`config.mk`:
```
export PLATFORM = sky130hd
export DESIGN_NAME = chi_square_distance
export DESIGN_NICKNAME = d
export VERILOG_FILES = /design/src/rtl/csd_pkg.sv /design/src/rtl/csd_fifo.sv /design/src/rtl/csd_div.sv /design/src/rtl/csd_front.sv /design/src/rtl/csd_back.sv /design/src/rtl/chi_square_distance.sv
export SDC_FILE = /design/constraint.sdc
export NUM_CORES = 1
export LEC_CHECK = 0
export ABC_CLOCK_PERIOD_IN_PS = 24200
export BUFFER_PORTS_ARGS = -buffer_cell sky130_fd_sc_hd__buf_2
export CAP_MARGIN = 30
export CORE_ASPECT_RATIO = 1.25
export CORE_UTILIZATION = 50
export CTS_BUF_LIST = sky130_fd_sc_hd__clkbuf_8
export DETAILED_ROUTE_END_ITERATION = 16
export PLACE_DENSITY = 0.67
export SYNTH_ARGS = -nofsm -noshare
export SYNTH_HDL_FRONTEND = slang
export SYNTH_SLANG_ARGS = --single-unit
```
`constraint.sdc`:
```
create_clock -name clk -period 24.2 [get_ports clk]
set_input_delay 1.21 -clock clk [delete_from_list [all_inputs] [get_ports clk]]
set_output_delay 1.21 -clock clk [all_outputs]
set_load 0.05 [all_outputs]
```
`src/rtl/csd_pkg.sv`:
```
// Shared types and constants for the chi-square distance block.
package csd_pkg;

  localparam int ELEM_W = 16;
  localparam int SQ_W = 32;
  localparam int DEN_W = 17;
  localparam int SUM_W = 46;
  localparam int DIST_W = 33;
  localparam int CNT_OUT_W = 13;

  localparam logic [SUM_W-1:0] SUM_MAX = {SUM_W{1'b1}};
  localparam logic [DIST_W-1:0] DIST_MAX = {DIST_W{1'b1}};
  localparam logic [CNT_OUT_W-1:0] COUNT_MAX = {CNT_OUT_W{1'b1}};

  typedef struct packed {
    logic [SQ_W-1:0] sq;
    logic [DEN_W-1:0] den;
    logic last;
    logic drop;
  } csd_item_t;

endpackage

```
`src/rtl/csd_fifo.sv`:
```
// Small register queue that carries classified items from the front to the back.
module csd_fifo #(
  parameter int DEPTH = 4
) (
  input  logic                clk,
  input  logic                rst,
  input  logic                push,
  input  csd_pkg::csd_item_t  din,
  output logic                full,
  input  logic                pop,
  output csd_pkg::csd_item_t  dout,
  output logic                empty
);
  import csd_pkg::*;

  localparam int AW = (DEPTH > 1) ? $clog2(DEPTH) : 1;
  localparam int CW = $clog2(DEPTH + 1);

  csd_item_t mem [DEPTH];
  logic [AW-1:0] wr_ptr;
  logic [AW-1:0] rd_ptr;
  logic [CW-1:0] fill;
  logic do_push;
  logic do_pop;

  assign full = (fill == CW'(DEPTH));
  assign empty = (fill == '0);
  assign do_push = push && !full;
  assign do_pop = pop && !empty;
  assign dout = mem[rd_ptr];

  always_ff @(posedge clk) begin
    if (do_push) begin
      mem[wr_ptr] <= din;
    end
  end

  always_ff @(posedge clk) begin
    if (rst) begin
      wr_ptr <= '0;
      rd_ptr <= '0;
      fill <= '0;
    end else begin
      if (do_push) begin
        wr_ptr <= (wr_ptr == AW'(DEPTH - 1)) ? '0 : wr_ptr + AW'(1);
      end
      if (do_pop) begin
        rd_ptr <= (rd_ptr == AW'(DEPTH - 1)) ? '0 : rd_ptr + AW'(1);
      end
      if (do_push && !do_pop) begin
        fill <= fill + CW'(1);
      end else if (do_pop && !do_push) begin
        fill <= fill - CW'(1);
      end
    end
  end

  assert property (@(posedge clk) disable iff (rst) fill <= CW'(DEPTH))
    else $error("Queue fill level exceeds its depth.");

  assert property (@(posedge clk) disable iff (rst) pop |-> !empty)
    else $error("Item taken from an empty queue.");

endmodule

```
`src/rtl/csd_div.sv`:
```
// Restoring divider that produces one quotient bit per cycle.
module csd_div #(
  parameter int NW = 48,
  parameter int DW = 17
) (
  input  logic          clk,
  input  logic          rst,
  input  logic          start,
  input  logic [NW-1:0] num,
  input  logic [DW-1:0] den,
  output logic          busy,
  output logic          done,
  output logic [NW-1:0] quo
);
  localparam int IW = $clog2(NW + 1);

  logic [NW-1:0] q;
  logic [DW-1:0] rem;
  logic [DW-1:0] dvs;
  logic [IW-1:0] iter;
  logic [DW:0] rem_sh;
  logic fits;

  assign rem_sh = {rem, q[NW-1]};
  assign fits = (rem_sh >= {1'b0, dvs});
  assign quo = q;

  always_ff @(posedge clk) begin
    if (start && !busy) begin
      q <= num;
      rem <= '0;
      dvs <= den;
    end else if (busy) begin
      q <= {q[NW-2:0], fits};
      rem <= fits ? DW'(rem_sh - {1'b0, dvs}) : rem_sh[DW-1:0];
    end
  end

  always_ff @(posedge clk) begin
    if (rst) begin
      busy <= 1'b0;
      done <= 1'b0;
      iter <= '0;
    end else begin
      done <= 1'b0;
      if (start && !busy) begin
        busy <= 1'b1;
        iter <= IW'(NW);
      end else if (busy) begin
        iter <= iter - IW'(1);
        if (iter == IW'(1)) begin
          busy <= 1'b0;
          done <= 1'b1;
        end
      end
    end
  end

  assert property (@(posedge clk) disable iff (rst) done |-> $past(busy))
    else $error("Divider finished without having run.");

endmodule

```
`src/rtl/csd_front.sv`:
```
// Front end: takes element pairs, squares the difference, classifies and queues them.
module csd_front #(
  parameter int MAX_LEN = 4096,
  parameter int CNT_W = 13
) (
  input  logic                              clk,
  input  logic                              rst,
  input  logic                              push,
  output logic                              full,
  input  logic [csd_pkg::ELEM_W-1:0]        elem_a,
  input  logic [csd_pkg::ELEM_W-1:0]        elem_b,
  input  logic                              last_elem,
  input  logic                              q_pop,
  output csd_pkg::csd_item_t                q_item,
  output logic                              q_empty
);
  import csd_pkg::*;

  logic [ELEM_W-1:0] diff;
  logic [CNT_W-1:0] count;
  logic accept;
  logic drop;
  csd_item_t wr_item;

  assign accept = push && !full;
  assign drop = (count == CNT_W'(MAX_LEN));
  assign diff = (elem_a >= elem_b) ? elem_a - elem_b : elem_b - elem_a;

  always_comb begin
    wr_item.sq = SQ_W'(diff) * SQ_W'(diff);
    wr_item.den = DEN_W'(elem_a) + DEN_W'(elem_b);
    wr_item.last = last_elem;
    wr_item.drop = drop;
  end

  always_ff @(posedge clk) begin
    if (rst) begin
      count <= '0;
    end else if (accept) begin
      if (last_elem) begin
        count <= '0;
      end else if (!drop) begin
        count <= count + CNT_W'(1);
      end
    end
  end

  csd_fifo #(.DEPTH(4)) u_fifo (
    .clk   (clk),
    .rst   (rst),
    .push  (accept),
    .din   (wr_item),
    .full  (full),
    .pop   (q_pop),
    .dout  (q_item),
    .empty (q_empty)
  );

endmodule

```
`src/rtl/csd_back.sv`:
```
// Back end: sums the terms, forms the mean and holds the result for the consumer.
module csd_back #(
  parameter int MAX_LEN = 4096,
  parameter int FRAC_BITS = 16,
  parameter int CNT_W = 13,
  parameter int DIV_NW = 48,
  parameter int DIV_DW = 17
) (
  input  logic                              clk,
  input  logic                              rst,
  input  csd_pkg::csd_item_t                q_item,
  input  logic                              q_empty,
  output logic                              q_pop,
  output logic                              div_start,
  output logic [DIV_NW-1:0]                 div_num,
  output logic [DIV_DW-1:0]                 div_den,
  input  logic                              div_busy,
  input  logic                              div_done,
  input  logic [DIV_NW-1:0]                 div_quo,
  output logic                              empty,
  input  logic                              pop,
  output logic [csd_pkg::DIST_W-1:0]        dist_value,
  output logic [csd_pkg::CNT_OUT_W-1:0]     elem_count,
  output logic                              len_overflow
);
  import csd_pkg::*;

  localparam int TERM_W = ELEM_W + FRAC_BITS;

  localparam logic [2:0] ST_IDLE = 3'd0;
  localparam logic [2:0] ST_TERM = 3'd1;
  localparam logic [2:0] ST_FIN  = 3'd2;
  localparam logic [2:0] ST_MEAN = 3'd3;
  localparam logic [2:0] ST_OUT  = 3'd4;

  logic [2:0] state, state_next;
  logic [SUM_W-1:0] sum, sum_next;
  logic [CNT_W-1:0] count, count_next;
  logic ovf, ovf_next;
  logic last_r, last_r_next;
  logic [DIST_W-1:0] mean, mean_next;
  logic res_valid, res_valid_next;
  logic load_out;
  logic [SUM_W:0] sum_add;
  logic [31:0] count_ext;

  assign sum_add = (SUM_W + 1)'(sum) + (SUM_W + 1)'(div_quo[TERM_W-1:0]);
  assign count_ext = 32'(count);
  assign empty = !res_valid;

  always_comb begin
    state_next = state;
    sum_next = sum;
    count_next = count;
    ovf_next = ovf;
    last_r_next = last_r;
    mean_next = mean;
    q_pop = 1'b0;
    div_start = 1'b0;
    div_num = '0;
    div_den = '0;
    load_out = 1'b0;
    res_valid_next = res_valid && !pop;
    case (state)
      ST_IDLE: begin
        if (!q_empty) begin
          q_pop = 1'b1;
          last_r_next = q_item.last;
          if (q_item.drop) begin
            ovf_next = 1'b1;
            state_next = q_item.last ? ST_FIN : ST_IDLE;
          end else begin
            count_next = count + CNT_W'(1);
            if (q_item.den == '0) begin
              state_next = q_item.last ? ST_FIN : ST_IDLE;
            end else begin
              div_start = 1'b1;
              div_num = DIV_NW'(q_item.sq) << FRAC_BITS;
              div_den = DIV_DW'(q_item.den);
              state_next = ST_TERM;
            end
          end
        end
      end
      ST_TERM: begin
        if (div_done) begin
          sum_next = sum_add[SUM_W] ? SUM_MAX : sum_add[SUM_W-1:0];
          state_next = last_r ? ST_FIN : ST_IDLE;
        end
      end
      ST_FIN: begin
        if (count == '0) begin
          mean_next = '0;
          state_next = ST_OUT;
        end else begin
          div_start = 1'b1;
          div_num = DIV_NW'(sum);
          div_den = DIV_DW'(count);
          state_next = ST_MEAN;
        end
      end
      ST_MEAN: begin
        if (div_done) begin
          mean_next = (|div_quo[DIV_NW-1:DIST_W]) ? DIST_MAX : div_quo[DIST_W-1:0];
          state_next = ST_OUT;
        end
      end
      ST_OUT: begin
        if (!res_valid || pop) begin
          load_out = 1'b1;
          res_valid_next = 1'b1;
          sum_next = '0;
          count_next = '0;
          ovf_next = 1'b0;
          state_next = ST_IDLE;
        end
      end
      default: begin
        state_next = ST_IDLE;
      end
    endcase
  end

  always_ff @(posedge clk) begin
    if (rst) begin
      state <= ST_IDLE;
      sum <= '0;
      count <= '0;
      ovf <= 1'b0;
      last_r <= 1'b0;
      res_valid <= 1'b0;
    end else begin
      state <= state_next;
      sum <= sum_next;
      count <= count_next;
      ovf <= ovf_next;
      last_r <= last_r_next;
      res_valid <= res_valid_next;
    end
  end

  always_ff @(posedge clk) begin
    mean <= mean_next;
    if (load_out) begin
      dist_value <= mean;
      elem_count <= (count_ext > 32'(COUNT_MAX)) ? COUNT_MAX : count_ext[CNT_OUT_W-1:0];
      len_overflow <= ovf;
    end
  end

  assert property (@(posedge clk) disable iff (rst) div_start |-> !div_busy)
    else $error("Divider started while still busy.");

  assert property (@(posedge clk) disable iff (rst) count <= CNT_W'(MAX_LEN))
    else $error("Pair count went past the maximum length.");

  assert property (@(posedge clk) disable iff (rst)
      (state == ST_OUT && res_valid && !pop) |=> (state == ST_OUT && res_valid))
    else $error("Result overwritten before it was taken.");

endmodule

```
`src/rtl/chi_square_distance.sv`:
```
// Top level of the streaming chi-square histogram distance.
// Each accepted pair goes into the input queue; the back end runs a pair with a nonzero sum
// through the shared one-bit-per-cycle divider of width N = max(46, 32 + FRAC_BITS), 48 by default,
// and skips the divider for a pair summing to zero or dropped.
// A last pair adds a divider pass for the mean, unless no pair was counted, and the output load.
// Synchronous reset clears the sum, the count, the queue and the result-valid flag.
module chi_square_distance #(
  parameter int MAX_LEN = 4096,
  parameter int FRAC_BITS = 16
) (
  input  logic                              clk,
  input  logic                              rst,
  input  logic                              push,
  output logic                              full,
  input  logic [csd_pkg::ELEM_W-1:0]        elem_a,
  input  logic [csd_pkg::ELEM_W-1:0]        elem_b,
  input  logic                              last_elem,
  output logic                              empty,
  input  logic                              pop,
  output logic [csd_pkg::DIST_W-1:0]        dist_value,
  output logic [csd_pkg::CNT_OUT_W-1:0]     elem_count,
  output logic                              len_overflow
);
  import csd_pkg::*;

  localparam int CNT_W = $clog2(MAX_LEN + 1);
  localparam int NUM_W = SQ_W + FRAC_BITS;
  localparam int DIV_NW = (NUM_W > SUM_W) ? NUM_W : SUM_W;
  localparam int DIV_DW = (CNT_W > DEN_W) ? CNT_W : DEN_W;

  csd_item_t q_item;
  logic q_empty;
  logic q_pop;
  logic div_start;
  logic [DIV_NW-1:0] div_num;
  logic [DIV_DW-1:0] div_den;
  logic div_busy;
  logic div_done;
  logic [DIV_NW-1:0] div_quo;

  csd_front #(
    .MAX_LEN (MAX_LEN),
    .CNT_W   (CNT_W)
  ) u_front (
    .clk       (clk),
    .rst       (rst),
    .push      (push),
    .full      (full),
    .elem_a    (elem_a),
    .elem_b    (elem_b),
    .last_elem (last_elem),
    .q_pop     (q_pop),
    .q_item    (q_item),
    .q_empty   (q_empty)
  );

  csd_div #(
    .NW (DIV_NW),
    .DW (DIV_DW)
  ) u_div (
    .clk   (clk),
    .rst   (rst),
    .start (div_start),
    .num   (div_num),
    .den   (div_den),
    .busy  (div_busy),
    .done  (div_done),
    .quo   (div_quo)
  );

  csd_back #(
    .MAX_LEN   (MAX_LEN),
    .FRAC_BITS (FRAC_BITS),
    .CNT_W     (CNT_W),
    .DIV_NW    (DIV_NW),
    .DIV_DW    (DIV_DW)
  ) u_back (
    .clk          (clk),
    .rst          (rst),
    .q_item       (q_item),
    .q_empty      (q_empty),
    .q_pop        (q_pop),
    .div_start    (div_start),
    .div_num      (div_num),
    .div_den      (div_den),
    .div_busy     (div_busy),
    .div_done     (div_done),
    .div_quo      (div_quo),
    .empty        (empty),
    .pop          (pop),
    .dist_value   (dist_value),
    .elem_count   (elem_count),
    .len_overflow (len_overflow)
  );

endmodule
```
==> run_results.csv <==
group,metric,value,unit
cts,hold_buffers,0,
worst_setup_path,r2r_slack,19690,ps
finish,drive_gt1_share,11.83,%
sta,rsz0062_at_grt,"no",
sta,min_period,10260,ps
yosys,synthArstFlopShare,0,%
yosys,yosys_warnings,0,
sta,fin_crit_sh,42.41,%
yosys,syn-cell-area,29540,um2
routing,drc,0,
floorplan,ioPinCount,86,
worst_setup_path,start_kind,"primary input",
floorplan,start_util,50.64,%
global_route,gr-total-overflow,0,
cts,cts_resized,0,
placement,dpl.hpwl,48.75,mm
global_route,antenna_found_initial,2,
yosys,synthCells,2681,
sta,hold_violations,0,
yosys,synth-seq-cells,453,
cts,root_buffer,"clkbuf_8",
sta,slew_viol_final,0,
floorplan,die_x,219.4,um
global_route,grt.total_usage,22.55,%
yosys,syn_area_per_cell,11.02,um2
routing,vias,19891,
cts,cts_sinks,453,
worst_setup_path,worstRegToRegCells,9,
routing,postRouteAntennaNets,0,
run,maxCapViolCount,0,
cts,tritoncts,"done",
placement,portBuffers,85,
routing,wl_per_cell,18.48,um
floorplan,rows,99,
floorplan,dieArea,60070,um2
routing,first_iter_violations,1193,
hold_path,holdPathEnd,"u_back.dist_value[19]",
global_route,grt_pass1_wl,107.3,mm
sta,setup_tns,0,ps
finish,utilization,54.71,%
worst_setup_path,critPathKind,"primary input to flop",
routing,wl,65.76,mm
global_route,grt_pass1_vias,20850,
routing,wirelength_met1,27.50,mm
worst_setup_path,critPathMaxFanout,26,
worst_setup_path,cp.arrival,10600,ps
worst_setup_path,r2r_end,"u_div.quo[21]",
routing,firstDrtPassIters,5,
outcome,status,"finished, final reports clean",
cts,clockBufferDepth,3,
floorplan,die_y,273.8,um
finish,finalNetCount,3158,
cts,cts.htree.levels,3,
yosys,synth_nets,3092,
sta,worst_pin_slew,918.7,ps
sta,relSlewSlack,38.45,%
placement,place_congestion,0.9159,
routing,highest-signal-layer,"met4",
worst_setup_path,path_buf_inv,11,
yosys,yosysSeqAreaShare,42.25,%
hold_path,hold_depth,0,
cts,numCtsBuffers,66,
finish,layout_common_cells,"inv_1, edfxtp_1, nor2_1",
routing,viasPerCell,5.591,
worst_setup_path,endpoint_kind,"flop",
worst_setup_path,cpMostUsedCell,"inv_1",
worst_setup_path,max_stage_delay,700,ps
floorplan,core-area,58340,um2
cts,post_cts_buffers,0,
yosys,synth-edff-count,341,
yosys,synth_cell_types,97,
hold_path,hp-class,"flop to flop",
routing,dr_wl_met3,2.352,mm
routing,wl_met2,33.88,mm
cts,path_clk_slew,60,ps
yosys,ys.flop_type,"edfxtp_1",
finish,fill_cells,5056,
worst_setup_path,cpLargestDelayFamily,"adder cells",
hold_path,min_from,"u_back.mean[19]",
finish,layout_commonest_cell,"inv_1",
cts,clock_latency,640,ps
finish,area_growth,8.030,%
global_route,grt_max_degree,61,
sta,clock.fmax,0.09744,GHz
worst_setup_path,critPathRequiredTime,24540,ps
sta,fin_worst_skew,35.89,ps
worst_setup_path,slowest_stage,"a21oi_4",
sta,finalSetupViolCount,0,
[registers in the layout, indices dropped and copies added (netlist names), named ones only]
name	flops
u_back.count	13
u_back.dist_value	33
u_back.elem_count	13
u_back.last_r	1
u_back.len_overflow	1
u_back.mean	33
u_back.ovf	1
u_back.res_valid	1
u_back.state	3
u_back.sum	46
u_div.busy	1
u_div.done	1
u_div.dvs	17
u_div.iter	6
u_div.quo	48
u_div.rem	17
u_front.count	13
u_front.u_fifo.fill	3
u_front.u_fifo.mem	196
u_front.u_fifo.rd_ptr	2
u_front.u_fifo.wr_ptr	2
[worst reg2reg max path, cell delays in order (launching register included)]
cell     delay, ps
dfxtp_4        510
buf_4          640
mux4_2         660
nor4_1         330
nand4_1        150
nor4_2         330
nor3_2         190
nor3_4         640
inv_2          440
buf_12         290
[cells by family after synthesis]
kind of cell / Yosys count / synth area share (%)
AOI/OAI and AO/OA: 513 / 11.54
xor gates and xnor gates: 129 / 3.926
adders and majority gates: 374 / 20.16
buffers and inverters: 469 / 6.526
DFF: 453 / 42.25
muxes: 85 / 4.985
and+or+nand+nor: 658 / 10.61
[synthesized netlist by cell type, types with 31 or more instances]
| library cell | count | area (um2) |
|---|---|---|
| a21o_1 | 40 | 300.3 |
| a21oi_1 | 134 | 670.6 |
| a22o_1 | 31 | 271.5 |
| clkbuf_1 | 68 | 255.2 |
| dfxtp_1 | 112 | 2242 |
| edfxtp_1 | 341 | 10240 |
| fa_1 | 170 | 3403 |
| ha_1 | 204 | 2552 |
| inv_1 | 343 | 1287 |
| mux4_2 | 49 | 1104 |
| nand2_1 | 169 | 634.4 |
| nand2b_1 | 35 | 219.0 |
| nand3_1 | 44 | 220.2 |
| nor2_1 | 222 | 833.3 |
| nor3_1 | 39 | 195.2 |
| o21ai_0 | 124 | 620.6 |
| xnor2_1 | 79 | 691.9 |
| xor2_1 | 46 | 402.9 |
[routing by layer]
layer  global-route usage [%]  up-vias
li1                         -     9476
met3                    2.767      131
met4                    8.059        0
met1                    27.14     9865
met2                    41.04      419
met5                        0        -
[how the worst max path moves through the flow]
| stage | slack [ps] | depth (start not counted) | startpoint | to |
|---|---|---|---|---|
| CTS | 14010 | 35 | elem_a[11] | u_front.u_fifo.mem[3][47] |
| detailed placement | 13360 | 35 | elem_a[11] | u_front.u_fifo.mem[0][47] |
| floorplan | 14950 | 34 | elem_b[0] | u_front.u_fifo.mem[0][47] |
| global route | 13300 | 35 | elem_a[8] | u_front.u_fifo.mem[3][47] |
| global placement | 13600 | 36 | elem_a[8] | u_front.u_fifo.mem[0][49] |
| finish | 13940 | 35 | elem_a[11] | u_front.u_fifo.mem[3][47] |
[layout make-up]
| cell class | count | area (um2) | share of cell area (%) |
|---|---|---|---|
| clock buffers | 69 | 949.7 | 2.975 |
| diodes | 2 | 5.005 | 0.01568 |
| multi-input cells | 1759 | 15170 | 47.53 |
| repair buffers | 118 | 698.2 | 2.187 |
| clock inverters | 51 | 350.3 | 1.098 |
| well taps | 757 | 947.2 | 2.968 |
| inverters | 349 | 1310 | 4.104 |
| flip-flops and latches | 453 | 12490 | 39.12 |
[per-stage QoR]
step | worst slack, ps | cell area, um2 | cells | hold slack (ps)
2_1_floorplan | 14950 | 29540 | 2681 | 400.3
3_3_place_gp | 13600 | 30560 | 3433 | 401.2
3_5_place_dp | 13360 | 30610 | 3436 | 405.6
4_1_cts | 14010 | 31910 | 3556 | 419.0
5_1_grt | 13300 | 31920 | 3558 | 427.2
6_report | 13940 | 31920 | 3558 | 418.0
Power is left out: the tool's default activity adds up to more than one toggle a clock period on the data nets, which glitch-free logic cannot reach.
